`config.mk`:
```
export PLATFORM = sky130hd
export DESIGN_NAME = typed_refcounted_buffer_pool
export DESIGN_NICKNAME = d
export VERILOG_FILES = /design/src/design/trbp_pkg.sv /design/src/design/trbp_ram.sv /design/src/design/trbp_exec.sv /design/src/design/typed_refcounted_buffer_pool.sv
export SDC_FILE = /design/constraint.sdc
export NUM_CORES = 1
export LEC_CHECK = 0
export ABC_CLOCK_PERIOD_IN_PS = 8100
export BUFFER_PORTS_ARGS = -buffer_cell sky130_fd_sc_hd__buf_2
export CAP_MARGIN = 20
export CORE_UTILIZATION = 60
export CTS_CLUSTER_DIAMETER = 80
export DETAILED_ROUTE_END_ITERATION = 7
export PLACE_DENSITY = 0.76
export SLEW_MARGIN = 20
export SYNTH_ARGS = -nofsm -noshare
export SYNTH_HDL_FRONTEND = slang
export SYNTH_HIERARCHICAL = 1
export SYNTH_SLANG_ARGS = --single-unit
export TNS_END_PERCENT = 1
```
`constraint.sdc`:
```
create_clock -name i_clk -period 8.1 [get_ports i_clk]
set_input_delay 0.405 -clock i_clk [delete_from_list [all_inputs] [get_ports i_clk]]
set_output_delay 0.405 -clock i_clk [all_outputs]
set_load 0.005 [all_outputs]
```
`src/design/trbp_pkg.sv`:
```
// shared types and codes of the typed buffer pool
package trbp_pkg;

    localparam logic [1:0] KIND_ALLOC   = 2'd0;
    localparam logic [1:0] KIND_RELEASE = 2'd1;
    localparam logic [1:0] KIND_ADDREF  = 2'd2;

    localparam logic [1:0] ST_OK         = 2'd0;
    localparam logic [1:0] ST_EMPTY      = 2'd1;
    localparam logic [1:0] ST_NOT_IN_USE = 2'd2;
    localparam logic [1:0] ST_SATURATED  = 2'd3;

    typedef struct packed {
        logic [1:0] status;
        logic [3:0] slot_out;
        logic [7:0] count_after;
        logic       returned;
    } t_result;

    typedef struct packed {
        logic fs_we;
        logic rc_we;
        logic dep_we;
    } t_upd;

endpackage

```
`src/design/trbp_ram.sv`:
```
// generic single-write, single-read ram with registered read data
module trbp_ram #(
    parameter int WIDTH = 8,
    parameter int DEPTH = 64
) (
    input  logic                                     i_clk,
    input  logic                                     i_we,
    input  logic [((DEPTH > 1) ? $clog2(DEPTH) : 1)-1:0] i_waddr,
    input  logic [WIDTH-1:0]                         i_wdata,
    input  logic                                     i_re,
    input  logic [((DEPTH > 1) ? $clog2(DEPTH) : 1)-1:0] i_raddr,
    output logic [WIDTH-1:0]                         o_rdata
);

    logic [WIDTH-1:0] r_mem [DEPTH];
    logic [WIDTH-1:0] r_rdata;

    always_ff @(posedge i_clk) begin
        if (i_we) begin
            r_mem[i_waddr] <= i_wdata;
        end
        if (i_re) begin
            r_rdata <= r_mem[i_raddr];
        end
    end

    assign o_rdata = r_rdata;

endmodule

```
`src/design/trbp_exec.sv`:
```
// request evaluation: result fields and state updates for one transaction
module trbp_exec #(
    parameter int SLOTS_PER_POOL = 16,
    parameter int POOL_COUNT     = 4,
    parameter int COUNT_BITS     = 8
) (
    input  logic [1:0]                   i_kind,
    input  logic [1:0]                   i_pool,
    input  logic [3:0]                   i_slot,
    input  logic [$clog2(SLOTS_PER_POOL+1)-1:0] i_depth,
    input  logic [((SLOTS_PER_POOL > 1) ? $clog2(SLOTS_PER_POOL) : 1)-1:0] i_fs_data,
    input  logic [COUNT_BITS-1:0]        i_count,
    output trbp_pkg::t_result            o_res,
    output trbp_pkg::t_upd               o_upd,
    output logic [((POOL_COUNT*SLOTS_PER_POOL > 1) ?
                   $clog2(POOL_COUNT*SLOTS_PER_POOL) : 1)-1:0] o_fs_waddr,
    output logic [((SLOTS_PER_POOL > 1) ? $clog2(SLOTS_PER_POOL) : 1)-1:0] o_fs_wdata,
    output logic [((POOL_COUNT*SLOTS_PER_POOL > 1) ?
                   $clog2(POOL_COUNT*SLOTS_PER_POOL) : 1)-1:0] o_rc_waddr,
    output logic [COUNT_BITS-1:0]        o_rc_wdata,
    output logic [$clog2(SLOTS_PER_POOL+1)-1:0] o_depth_next
);
    import trbp_pkg::*;

    localparam int TOTAL = POOL_COUNT * SLOTS_PER_POOL;
    localparam int AW    = (TOTAL > 1) ? $clog2(TOTAL) : 1;
    localparam int SW    = (SLOTS_PER_POOL > 1) ? $clog2(SLOTS_PER_POOL) : 1;
    localparam int DW    = $clog2(SLOTS_PER_POOL + 1);
    localparam logic [COUNT_BITS-1:0] COUNT_MAX = '1;

    logic                  pool_ok;
    logic                  slot_ok;
    logic [31:0]           base;
    logic [COUNT_BITS-1:0] cnt_inc;
    logic [COUNT_BITS-1:0] cnt_dec;

    assign pool_ok = 32'(i_pool) < 32'(POOL_COUNT);
    assign slot_ok = 32'(i_slot) < 32'(SLOTS_PER_POOL);
    assign base    = 32'(i_pool) * 32'(SLOTS_PER_POOL);
    assign cnt_inc = i_count + COUNT_BITS'(1);
    assign cnt_dec = i_count - COUNT_BITS'(1);

    always_comb begin
        o_res        = '{status: ST_OK, slot_out: i_slot, count_after: 8'd0, returned: 1'b0};
        o_upd        = '0;
        o_fs_waddr   = AW'(base + 32'(i_depth));
        o_fs_wdata   = SW'(i_slot);
        o_rc_waddr   = AW'(base + 32'(i_slot));
        o_rc_wdata   = cnt_inc;
        o_depth_next = i_depth;
        unique case (i_kind)
            KIND_ALLOC: begin
                if (!pool_ok || i_depth == '0) begin
                    o_res = '{status: ST_EMPTY, slot_out: 4'd0, count_after: 8'd0,
                              returned: 1'b0};
                end else begin
                    // pop the newest free slot and give it one reference
                    o_depth_next = i_depth - DW'(1);
                    o_upd.dep_we = 1'b1;
                    o_upd.rc_we  = 1'b1;
                    o_rc_waddr   = AW'(base + 32'(i_fs_data));
                    o_rc_wdata   = COUNT_BITS'(1);
                    o_res        = '{status: ST_OK, slot_out: 4'(i_fs_data),
                                     count_after: 8'd1, returned: 1'b0};
                end
            end
            KIND_RELEASE, KIND_ADDREF: begin
                if (!pool_ok || !slot_ok || i_count == '0) begin
                    o_res.status = ST_NOT_IN_USE;
                end else if (i_kind == KIND_ADDREF) begin
                    if (i_count == COUNT_MAX) begin
                        o_res.status      = ST_SATURATED;
                        o_res.count_after = 8'(COUNT_MAX);
                    end else begin
                        o_upd.rc_we       = 1'b1;
                        o_res.count_after = 8'(cnt_inc);
                    end
                end else begin
                    o_upd.rc_we       = 1'b1;
                    o_rc_wdata        = cnt_dec;
                    o_res.count_after = 8'(cnt_dec);
                    if (cnt_dec == '0) begin
                        // last reference gone: push the slot back
                        o_res.returned = 1'b1;
                        if (32'(i_depth) < 32'(SLOTS_PER_POOL)) begin
                            o_upd.fs_we  = 1'b1;
                            o_upd.dep_we = 1'b1;
                            o_depth_next = i_depth + DW'(1);
                        end
                    end
                end
            end
            default: begin
                o_res = '{status: ST_OK, slot_out: i_slot, count_after: 8'd0, returned: 1'b0};
            end
        endcase
    end

endmodule

```
`src/design/typed_refcounted_buffer_pool.sv`:
```
// top level of the typed reference-counted buffer pool
//
//  channel   dir  payload                                       handshake
//  s_axis    in   tuser: kind; tdata: pool, slot                tvalid/tready
//  m_axis    out  tdata: status, slot_out, count_after, returned tvalid/tready
//
// one request per cycle while the result side does not stall; a request is first
// registered while the free stack and count rams are read, then the evaluation
// stage evaluates it, writes state and loads the result register.
// reset is synchronous: stack depths and ram valid bits are set at once, no
// clearing pass. s_axis_tready drops only while the evaluation stage holds a
// request that the stalled result register cannot take.
module typed_refcounted_buffer_pool #(
    parameter int SLOTS_PER_POOL = 16,
    parameter int POOL_COUNT     = 4,
    parameter int COUNT_BITS     = 8
) (
    input  logic        i_clk,
    input  logic        i_rst_n,
    input  logic        s_axis_tvalid,
    output logic        s_axis_tready,
    input  logic [7:0]  s_axis_tdata,   // pool[1:0], slot[5:2], zero[7:6]
    input  logic [1:0]  s_axis_tuser,   // kind[1:0]
    output logic        m_axis_tvalid,
    input  logic        m_axis_tready,
    output logic [15:0] m_axis_tdata    // status[1:0], slot_out[5:2], count_after[13:6],
                                        // returned[14], zero[15]
);
    import trbp_pkg::*;

    localparam int TOTAL = POOL_COUNT * SLOTS_PER_POOL;
    localparam int AW    = (TOTAL > 1) ? $clog2(TOTAL) : 1;
    localparam int SW    = (SLOTS_PER_POOL > 1) ? $clog2(SLOTS_PER_POOL) : 1;
    localparam int PW    = (POOL_COUNT > 1) ? $clog2(POOL_COUNT) : 1;
    localparam int DW    = $clog2(SLOTS_PER_POOL + 1);

    // request side
    logic [1:0]            in_kind;
    logic [1:0]            in_pool;
    logic [3:0]            in_slot;
    logic                  s_accept;
    logic                  s1_adv;
    logic [DW-1:0]         dep_s0;
    logic [31:0]           base0;
    logic [AW-1:0]         fs_raddr;
    logic [AW-1:0]         rc_raddr;
    logic                  fs_hit;
    logic                  rc_hit;

    // evaluation stage
    logic                  r_s1_vld;
    logic                  n_s1_vld;
    logic [1:0]            r_s1_kind;
    logic [1:0]            r_s1_pool;
    logic [3:0]            r_s1_slot;
    logic                  r_fs_hit;
    logic [SW-1:0]         r_fs_fwd;
    logic                  r_fs_vq;
    logic [SW-1:0]         r_fs_dflt;
    logic                  r_rc_hit;
    logic [COUNT_BITS-1:0] r_rc_fwd;
    logic                  r_rc_vq;
    logic [SW-1:0]         fs_rdata;
    logic [COUNT_BITS-1:0] rc_rdata;
    logic [SW-1:0]         fs_data;
    logic [COUNT_BITS-1:0] rc_data;
    logic [PW-1:0]         s1_pidx;

    // state
    logic [DW-1:0]         r_depth [POOL_COUNT];
    logic [TOTAL-1:0]      r_fs_vld;
    logic [TOTAL-1:0]      r_rc_vld;

    // evaluation outputs
    t_result               res;
    t_upd                  upd;
    logic [AW-1:0]         fs_waddr;
    logic [SW-1:0]         fs_wdata;
    logic [AW-1:0]         rc_waddr;
    logic [COUNT_BITS-1:0] rc_wdata;
    logic [DW-1:0]         dep_next;

    // result register
    logic                  r_out_vld;
    logic                  n_out_vld;
    t_result               r_out;

    assign in_kind  = s_axis_tuser;
    assign in_pool  = s_axis_tdata[1:0];
    assign in_slot  = s_axis_tdata[5:2];

    assign s1_adv        = r_s1_vld && (!r_out_vld || m_axis_tready);
    assign s_axis_tready = !r_s1_vld || s1_adv;
    assign s_accept      = s_axis_tvalid && s_axis_tready;
    assign s1_pidx       = PW'(r_s1_pool);

    // stack depth as left by the request now being evaluated
    assign dep_s0 = (s1_adv && upd.dep_we && r_s1_pool == in_pool) ?
                    dep_next : r_depth[PW'(in_pool)];

    assign base0    = 32'(in_pool) * 32'(SLOTS_PER_POOL);
    assign fs_raddr = AW'(base0 + 32'(dep_s0) - 32'd1);
    assign rc_raddr = AW'(base0 + 32'(in_slot));
    assign fs_hit   = s1_adv && upd.fs_we && fs_waddr == fs_raddr;
    assign rc_hit   = s1_adv && upd.rc_we && rc_waddr == rc_raddr;

    assign n_s1_vld  = s_accept ? 1'b1 : (s1_adv ? 1'b0 : r_s1_vld);
    assign n_out_vld = s1_adv ? 1'b1 : (m_axis_tready ? 1'b0 : r_out_vld);

    always_ff @(posedge i_clk) begin
        if (!i_rst_n) begin
            r_s1_vld  <= 1'b0;
            r_out_vld <= 1'b0;
            r_fs_vld  <= '0;
            r_rc_vld  <= '0;
            for (int p = 0; p < POOL_COUNT; p++) begin
                r_depth[p] <= DW'(SLOTS_PER_POOL);
            end
        end else begin
            r_s1_vld  <= n_s1_vld;
            r_out_vld <= n_out_vld;
            if (s1_adv && upd.fs_we) begin
                r_fs_vld[fs_waddr] <= 1'b1;
            end
            if (s1_adv && upd.rc_we) begin
                r_rc_vld[rc_waddr] <= 1'b1;
            end
            if (s1_adv && upd.dep_we) begin
                r_depth[s1_pidx] <= dep_next;
            end
        end
    end

    always_ff @(posedge i_clk) begin
        if (s_accept) begin
            r_s1_kind <= in_kind;
            r_s1_pool <= in_pool;
            r_s1_slot <= in_slot;
            r_fs_hit  <= fs_hit;
            r_fs_fwd  <= fs_wdata;
            r_fs_vq   <= r_fs_vld[fs_raddr];
            r_fs_dflt <= SW'(dep_s0 - DW'(1));
            r_rc_hit  <= rc_hit;
            r_rc_fwd  <= rc_wdata;
            r_rc_vq   <= r_rc_vld[rc_raddr];
        end
        if (s1_adv) begin
            r_out <= res;
        end
    end

    trbp_ram #(
        .WIDTH (SW),
        .DEPTH (TOTAL)
    ) u_free_stack (
        .i_clk   (i_clk),
        .i_we    (s1_adv && upd.fs_we),
        .i_waddr (fs_waddr),
        .i_wdata (fs_wdata),
        .i_re    (s_accept),
        .i_raddr (fs_raddr),
        .o_rdata (fs_rdata)
    );

    trbp_ram #(
        .WIDTH (COUNT_BITS),
        .DEPTH (TOTAL)
    ) u_ref_count (
        .i_clk   (i_clk),
        .i_we    (s1_adv && upd.rc_we),
        .i_waddr (rc_waddr),
        .i_wdata (rc_wdata),
        .i_re    (s_accept),
        .i_raddr (rc_raddr),
        .o_rdata (rc_rdata)
    );

    // unwritten stack entries hold their own position, unwritten counts are zero
    assign fs_data = r_fs_hit ? r_fs_fwd : (r_fs_vq ? fs_rdata : r_fs_dflt);
    assign rc_data = r_rc_hit ? r_rc_fwd : (r_rc_vq ? rc_rdata : '0);

    trbp_exec #(
        .SLOTS_PER_POOL (SLOTS_PER_POOL),
        .POOL_COUNT     (POOL_COUNT),
        .COUNT_BITS     (COUNT_BITS)
    ) u_exec (
        .i_kind       (r_s1_kind),
        .i_pool       (r_s1_pool),
        .i_slot       (r_s1_slot),
        .i_depth      (r_depth[s1_pidx]),
        .i_fs_data    (fs_data),
        .i_count      (rc_data),
        .o_res        (res),
        .o_upd        (upd),
        .o_fs_waddr   (fs_waddr),
        .o_fs_wdata   (fs_wdata),
        .o_rc_waddr   (rc_waddr),
        .o_rc_wdata   (rc_wdata),
        .o_depth_next (dep_next)
    );

    assign m_axis_tvalid = r_out_vld;
    assign m_axis_tdata  = {1'b0, r_out.returned, r_out.count_after, r_out.slot_out,
                            r_out.status};

endmodule

```
==> Word level (Yosys, flattened, before mapping) <==
Memories as Yosys holds them, arrays and structs flattened. A register that Yosys moved wholly into a read port is not among the register bits.
Cells that the tools add are included.
W data, S select, Z words.
{ "classes": {"n_addsub": 11, "n_lt_le_gt_ge": 7, "n_eq_ne": 6, "mux": 62, "n_bitwise": 2, "reduce_logical": 22} }
{ "op_table": {"columns": ["op", "n"], "rows": [
  ["$or A64 B64 Y64", 2],
  ["$mux W8", 7],
  ["$mux W5", 7],
  ["$lt A6 B7 Y1 const B", 4],
  ["$mux W1", 25],
  ["$add A6 B4 Y6", 3],
  ["$pmux W9 S2", 1],
  ["$logic_not A8 Y1", 2],
  ["$pmux W8 S2", 1],
  ["$mux W14", 1],
  ["$add A6 B5 Y6", 2],
  ["$bmux W1 S6", 2],
  ["$demux W1 S6", 2],
  ["$eq A6 B6 Y1", 2],
  ["$ge A6 B1 Y1 const B", 2],
  ["$mux W2", 6],
  ["$mux W4", 3],
  ["$mux W6", 2],
  ["$logic_and A1 B1 Y1", 10],
  ["$pmux W5 S2", 1],
  ["$mux W9", 1],
  ["$add A8 B1 Y8 const B", 1],
  ["$eq A8 B8 Y1 const B", 1],
  ["$pmux W2 S2", 2],
  ["other kinds (17)", 20]
]} }
{ "word_totals": {"ff_bits": 173, "ram_bits": 788, "input_bits": 14, "output_inout_bits": 18, "wordCells": 131, "n_memories": 3} }
{ "memory_table": {"columns": ["memory", "depth", "word_bits", "read_ports", "rd_ports_with_merged_regs", "write_ports", "line", "text"], "rows": [
  ["u_ref_count.r_mem", 64, 8, 1, 1, 1, "trbp_ram.sv:15", "logic [WIDTH-1:0] r_mem [DEPTH];"],
  ["u_free_stack.r_mem", 64, 4, 1, 1, 1, "trbp_ram.sv:15", null],
  ["r_depth", 4, 5, 2, 1, 4, "typed_refcounted_buffer_pool.sv:70", "logic [DW-1:0] r_depth [POOL_COUNT];"]
]} }

==> Depth between registers and ports, before layout <==
{ "depth": {"depth_word": 15, "depth_mapped": 29, "ltp_nobuf": 23} }

==> Modules after synthesis <==
The synthesis kept the hierarchy.
{ "modules_own_cells": {"columns": ["mod", "n_inst", "cells_each", "area_each_um2", "seq_area_each_um2"], "rows": [
  ["trbp_ram (u_ref_count)", 1, 940, 20246.9, 15615.0],
  ["trbp_ram (u_free_stack)", 1, 521, 10436.3, 7807.5],
  ["typed_refcounted_buffer_pool", 1, 738, 8602.0, 4534.3],
  ["trbp_exec", 1, 235, 1516.5, 0.0]
]} }

==> Worst setup path after synthesis <==
OpenSTA, ideal clock, no wires.
{ "synth_timing": {"path_type": "register -> register", "start": "reg r_rc_hit", "end": "reg u_free_stack.r_rdata[0] (netlist: u_free_stack/o_rdata[0]), read port of u_free_stack.r_mem, data pin", "setup_ps": 256, "arrival_ps": 5982, "required_ps": 7844, "setup_slack_ps": 1861, "path_stages_with_launch": 30, "n_path_buf": 7, "period_less_slack_ps": 6239, "path_cell_list": "edfxtp_1 clkbuf_1 nor2b_1 clkbuf_1 a22o_1 buf_2 inv_1 ha_1 clkbuf_2 or3b_2 nor3_1 o311a_4 nand3_1 a21oi_1 nand2_1 nor4_4 mux2i_1 buf_4 inv_2 ha_1 ha_1 a21o_1 o221ai_1 and2_1 clkbuf_1 clkbuf_1 nand3_1 o221ai_1 a21oi_1 a22o_1"} }
{ "synth_rtl": {"columns": ["element", "line", "text"], "rows": [
  ["start, declared", "typed_refcounted_buffer_pool.sv:60", "logic r_rc_hit;"],
  ["start signal, assigned", "typed_refcounted_buffer_pool.sv:143", "r_rc_hit <= rc_hit;"],
  ["end, declared", "trbp_ram.sv:16", "logic [WIDTH-1:0] r_rdata;"]
]} }

==> results by stage <==
STA:
- The achievable frequency is 135.0 MHz.
- On the final layout, the worst clock skew is 45.68 ps.
- In the final timing run, aggregate negative setup slack is 0 ps.
- Setup violations remaining at the end of the flow were counted as 0.
- Measured against its own limit, the worst slew margin works out to 0.3620.
- The slew at the pin closest to its max-slew limit is 944.7 ps.
- For the finished layout, the period the worst path requires is 7408 ps.
- The final count of pins violating max slew is 0.
- The number of hold violations in the final report is 0.
- The fraction of the cycle the final worst path needs is 0.9146.
- Setup repair after global routing left no endpoint under its margin.

Yosys:
- The area fraction in compound gates after synthesis came to 0.05866.
- Yosys mapped a number of flops with a built-in enable equal to 843.
- The simple-gate share of the synthesized area is 0.07219.
- Sorting the synthesized cells by area gives the leading types as sky130_fd_sc_hd__edfxtp_1, sky130_fd_sc_hd__mux4_2, sky130_fd_sc_hd__dfxtp_1, sky130_fd_sc_hd__nor2_1, sky130_fd_sc_hd__o21a_1.
- After synthesis, the mean cell area works out to 16.76 sq um.
- The share of async-settable or async-resettable flops after synthesis is 0.
- The post-synthesis instance area is 0.04080 sq mm.
- The largest area contributor in the synthesized netlist is sky130_fd_sc_hd__edfxtp_1.
- The fraction of synthesized cell area in xor and xnor cells is 0.004937.
- The dominant combinational cell family by area after synthesis is multiplexers.
- The adder-cell area share of the yosys netlist is 0.004906.
- Ranked by instance count, the synthesized netlist is headed by sky130_fd_sc_hd__edfxtp_1, sky130_fd_sc_hd__nor2_1, sky130_fd_sc_hd__mux4_2, sky130_fd_sc_hd__dfxtp_1, sky130_fd_sc_hd__o21a_1.
- The total nets after synthesis is 2464.
- The most frequently used cell type in the post-synthesis netlist is sky130_fd_sc_hd__edfxtp_1.
- The post-synthesis cell type count is 81.
- Yosys printed 6 warnings.
- The count of mapped cells out of synthesis is 2434.
- The portion of synthesized cell area occupied by the leading cell type is 0.6204.
- The most used flip-flop cell after synthesis is sky130_fd_sc_hd__edfxtp_1.
- The fraction of the yosys area taken by sequential cells is 0.6852.
- The register bit count reported by yosys is 975.
- The share of synthesized area spent on multiplexers is 0.1494.

Clock tree:
- Clock-pin slew was measured on the worst setup and hold paths at 60 ps.
- The tree is rooted in a sky130_fd_sc_hd__clkbuf_16.
- The H-tree was split into 3 levels.
- The buffer levels on the longest clock path is 3.
- After clock tree synthesis, the setup repair step added 0 buffers.
- The number of clock buffers added by TritonCTS is 97.
- The clock reaches the later pin of the worst-skew pair after 660 ps.
- The TritonCTS clock tree is built.
- The number of clock sinks is 975.

Critical path:
- The signal on the critical path passes through nor2b_1 > a22o_1 > inv_1 > ha_1 > o21bai_1 > a21boi_0 > o311a_4 > nand3_1 > a21oi_1 > nand2_1 > nor4_4 > buf_4 > mux2i_1 > ha_1 > inv_1 > ha_1 > a21o_1 > o221ai_1 > and2_1 > inv_1 > mux2i_1 > mux4_2 > o211ai_1.
- The required time at the endpoint of the critical path is 8590 ps.
- The startpoint identified for the worst register-to-register timing path is r_rc_hit.
- The slowest cell on the critical path is sky130_fd_sc_hd__mux2i_1.
- Together, buffers and inverters on the worst path number 4.
- The start-to-end type of the worst setup path is reg2reg.
- The setup slack on the worst flop-to-flop path is 690 ps.
- The endpoint identified for the worst register-to-register timing path is u_free_stack/o_rdata[3].
- Grouping stages by cell kind, the critical path spends the most delay in compound AO/OA/AOI/OAI gates.
- The worst setup path is launched from a register.
- The number of stages on the worst setup path is 23.
- The worst setup path is captured at a register.
- Measured in cells, the most critical reg-to-reg path has a length of 23.
- In this run the worst path has a maximum fanout of 13.
- The maximum cell stage delay along the critical path is 620 ps.
- At the worst endpoint, the arrival time is 7890 ps.

Cells and area:
- For this run, the share of the core covered by cells in the final layout is 0.6668.
- From synthesis to final layout, the design area changed by 9.948%.
- The proportion of layout cells with a drive suffix above 1 is 0.1943.
- At the end of the flow, the number of nets in the layout was 2477.
- The number of antenna cells inserted is 0.

Route:
- The number of iterations in the first detailed-routing pass is 6.
- The total number of vias is 22700.
- The DRC violation count after routing is 0.
- The mean number of vias per cell is 6.676.
- The detail route stage leaves a number of antenna-violating nets equal to 0.
- The first-iteration detailed-routing DRC count is 2788.
- Summed over all layers, the routed wires come to 90370 um.
- In the final routed layout, each cell accounts on average for 26.58 um.

Die:
- The initial utilization of the core area, before any placement, comes to 0.6065.
- The die covers 0.06905 sq mm.
- 32 I/O pins were placed.
- The number of placement rows is 95.
- The floorplan step set the die width to 262.8 um.
- The die boundary height is 262.8 um.
- The floorplan step defined a core boundary enclosing 0.06728 sq mm.

Worst hold path:
- In this run the worst hold path is classified as in2reg.
- The count of cells along the worst hold path is 3.
- The worst hold path terminates at r_s1_vld.
- In this run the most critical hold path is launched from s_axis_tvalid.

Place:
- Summed over all nets, the half-perimeter wirelength after detailed placement is 53840 um.
- The weighted congestion at the end of routability-driven global placement is 0.8791.
- In this run the tool buffered the top-level ports with 28 buffer cells.

Power and ir drop:
- Power spread over the standard cell area amounts to 246.7 mW/mm^2.
- The leakage component of the power is 14.42 nW.
- The worst-case IR drop observed on VDD is 0.1781 mV.

Flow run:
- The count of maximum capacitance violations is 0.

Global routing:
- The first global-routing pass estimated 138300 um of wire.
- The via count of the first global-routing pass is 22610.
- The maximum number of pins on one net before global-route repair is 100.
- After global routing the overflow that remains totals 0.
- The number of antenna violations at the first check in global routing is 3.
- The total routing usage reported by global routing is 0.2648.

Status:
- The flow ran to the end, and the final reports show no timing, DRC or antenna violations.
[worst register-to-register path, cell delays in order, from the launching register on]
cell and delay, ps:
sky130_fd_sc_hd__edfxtp_1 530, sky130_fd_sc_hd__nor2b_1 440, sky130_fd_sc_hd__a22o_1 550, sky130_fd_sc_hd__inv_1 270, sky130_fd_sc_hd__ha_1 370, sky130_fd_sc_hd__o21bai_1 190
sky130_fd_sc_hd__a21boi_0 330, sky130_fd_sc_hd__o311a_4 310, sky130_fd_sc_hd__nand3_1 80, sky130_fd_sc_hd__a21oi_1 200, sky130_fd_sc_hd__nand2_1 140, sky130_fd_sc_hd__nor4_4 250
sky130_fd_sc_hd__buf_4 210, sky130_fd_sc_hd__mux2i_1 620, sky130_fd_sc_hd__ha_1 250, sky130_fd_sc_hd__inv_1 60, sky130_fd_sc_hd__ha_1 220, sky130_fd_sc_hd__a21o_1 170
sky130_fd_sc_hd__o221ai_1 210, sky130_fd_sc_hd__and2_1 620, sky130_fd_sc_hd__inv_1 350, sky130_fd_sc_hd__mux2i_1 200, sky130_fd_sc_hd__mux4_2 510, sky130_fd_sc_hd__o211ai_1 190
[placed cells by master, fill, tap and decap left out, types with 20 or more instances in the layout]
| cell | instances |
|---|---|
| sky130_fd_sc_hd__edfxtp_1 | 843 |
| sky130_fd_sc_hd__inv_1 | 24 |
| sky130_fd_sc_hd__nand2b_1 | 26 |
| sky130_fd_sc_hd__buf_4 | 42 |
| sky130_fd_sc_hd__clkbuf_1 | 21 |
| sky130_fd_sc_hd__nor3_1 | 20 |
| sky130_fd_sc_hd__mux4_2 | 222 |
| sky130_fd_sc_hd__nor2b_1 | 33 |
| sky130_fd_sc_hd__mux2i_1 | 39 |
| sky130_fd_sc_hd__dfxtp_1 | 132 |
| sky130_fd_sc_hd__a21oi_1 | 27 |
| sky130_fd_sc_hd__clkinv_2 | 23 |
| sky130_fd_sc_hd__buf_2 | 24 |
| sky130_fd_sc_hd__nand2_1 | 71 |
| sky130_fd_sc_hd__clkbuf_16 | 100 |
| sky130_fd_sc_hd__mux4_1 | 20 |
| sky130_fd_sc_hd__nor2_1 | 307 |
| sky130_fd_sc_hd__o21a_1 | 128 |
| sky130_fd_sc_hd__nand3_1 | 45 |
[report_power, final]
group | internal (W) | switching (W) | leakage (nW) | total [W]
Sequential | 0.00558 | 0.0000176 | 8.78 | 0.00560
Clock | 0.00256 | 0.00186 | 1.57 | 0.00442
Combinational | 0.000362 | 0.000690 | 4.08 | 0.00105
[sequential cells by signal (all words and copies together) (netlist names), 8 cells and up, named ones only]
name / count
m_axis_tdata: 15
r_depth: 20
u_free_stack/r_mem: 256
u_ref_count/r_mem: 512
r_rc_vld: 64
u_ref_count/o_rdata: 8
r_fs_vld: 64
r_rc_fwd: 8
[layout make-up]
class	instances	area, sq um
timing repair buffer	72	530.5
multi-input combinational	1272	12000
fill	4272	22420
clock inverter	55	551.8
clock buffer	124	2623
tap	873	1092
inverter	29	108.9
sequential	975	27960
[metal layers]
layer | routed length, um | GRT usage | vias up
met5 | 0 | 0 | -
met4 | 2721 | 0.08951 | 0
met3 | 7802 | 0.04966 | 207
met2 | 43160 | 0.4091 | 1140
met1 | 36690 | 0.3841 | 11700
li1 | - | - | 9652
[worst max-delay path by stage]
| stage | to | start |
|---|---|---|
| after floorplan | u_free_stack/o_rdata[0] | r_rc_hit |
| after CTS | u_free_stack/o_rdata[3] | r_rc_hit |
| after global placement | u_free_stack/o_rdata[3] | r_rc_hit |
| after global routing | u_free_stack/o_rdata[3] | r_rc_hit |
| final | u_free_stack/o_rdata[3] | r_rc_hit |
| after detailed placement | u_free_stack/o_rdata[3] | r_rc_hit |
[metrics by stage]
step	power (W)	hold slack, ps	setup WS [ps]	std cells	instance area [sq um]
finish	0.01107	23.33	692.0	3400	44860
global route	0.01138	14.38	231.5	3400	44860
CTS	0.01112	1.578	804.4	3400	44860
detailed placement	0.006739	447.6	830.3	3219	41660
global placement	0.006703	439.8	1045	3219	41650
floorplan	0.006418	432.1	1861	2434	40800
[kinds of logic (layout without fill, tap and decap cells)]
kind of cell,after synthesis,in the layout
compound gates,322,322
buf+inv,187,280
mux,297,297
other cells,1,1
flops,975,975
xor+xnor,23,23
fa+ha+maj,16,16
simple gates,613,613
[timing repair]
item | CTS | global route
endpoints found under the hold margin | 2 | 0
resized for setup | 0 | 0
hold buffers | 2 | 0
(Power assumes the default switching activity.)
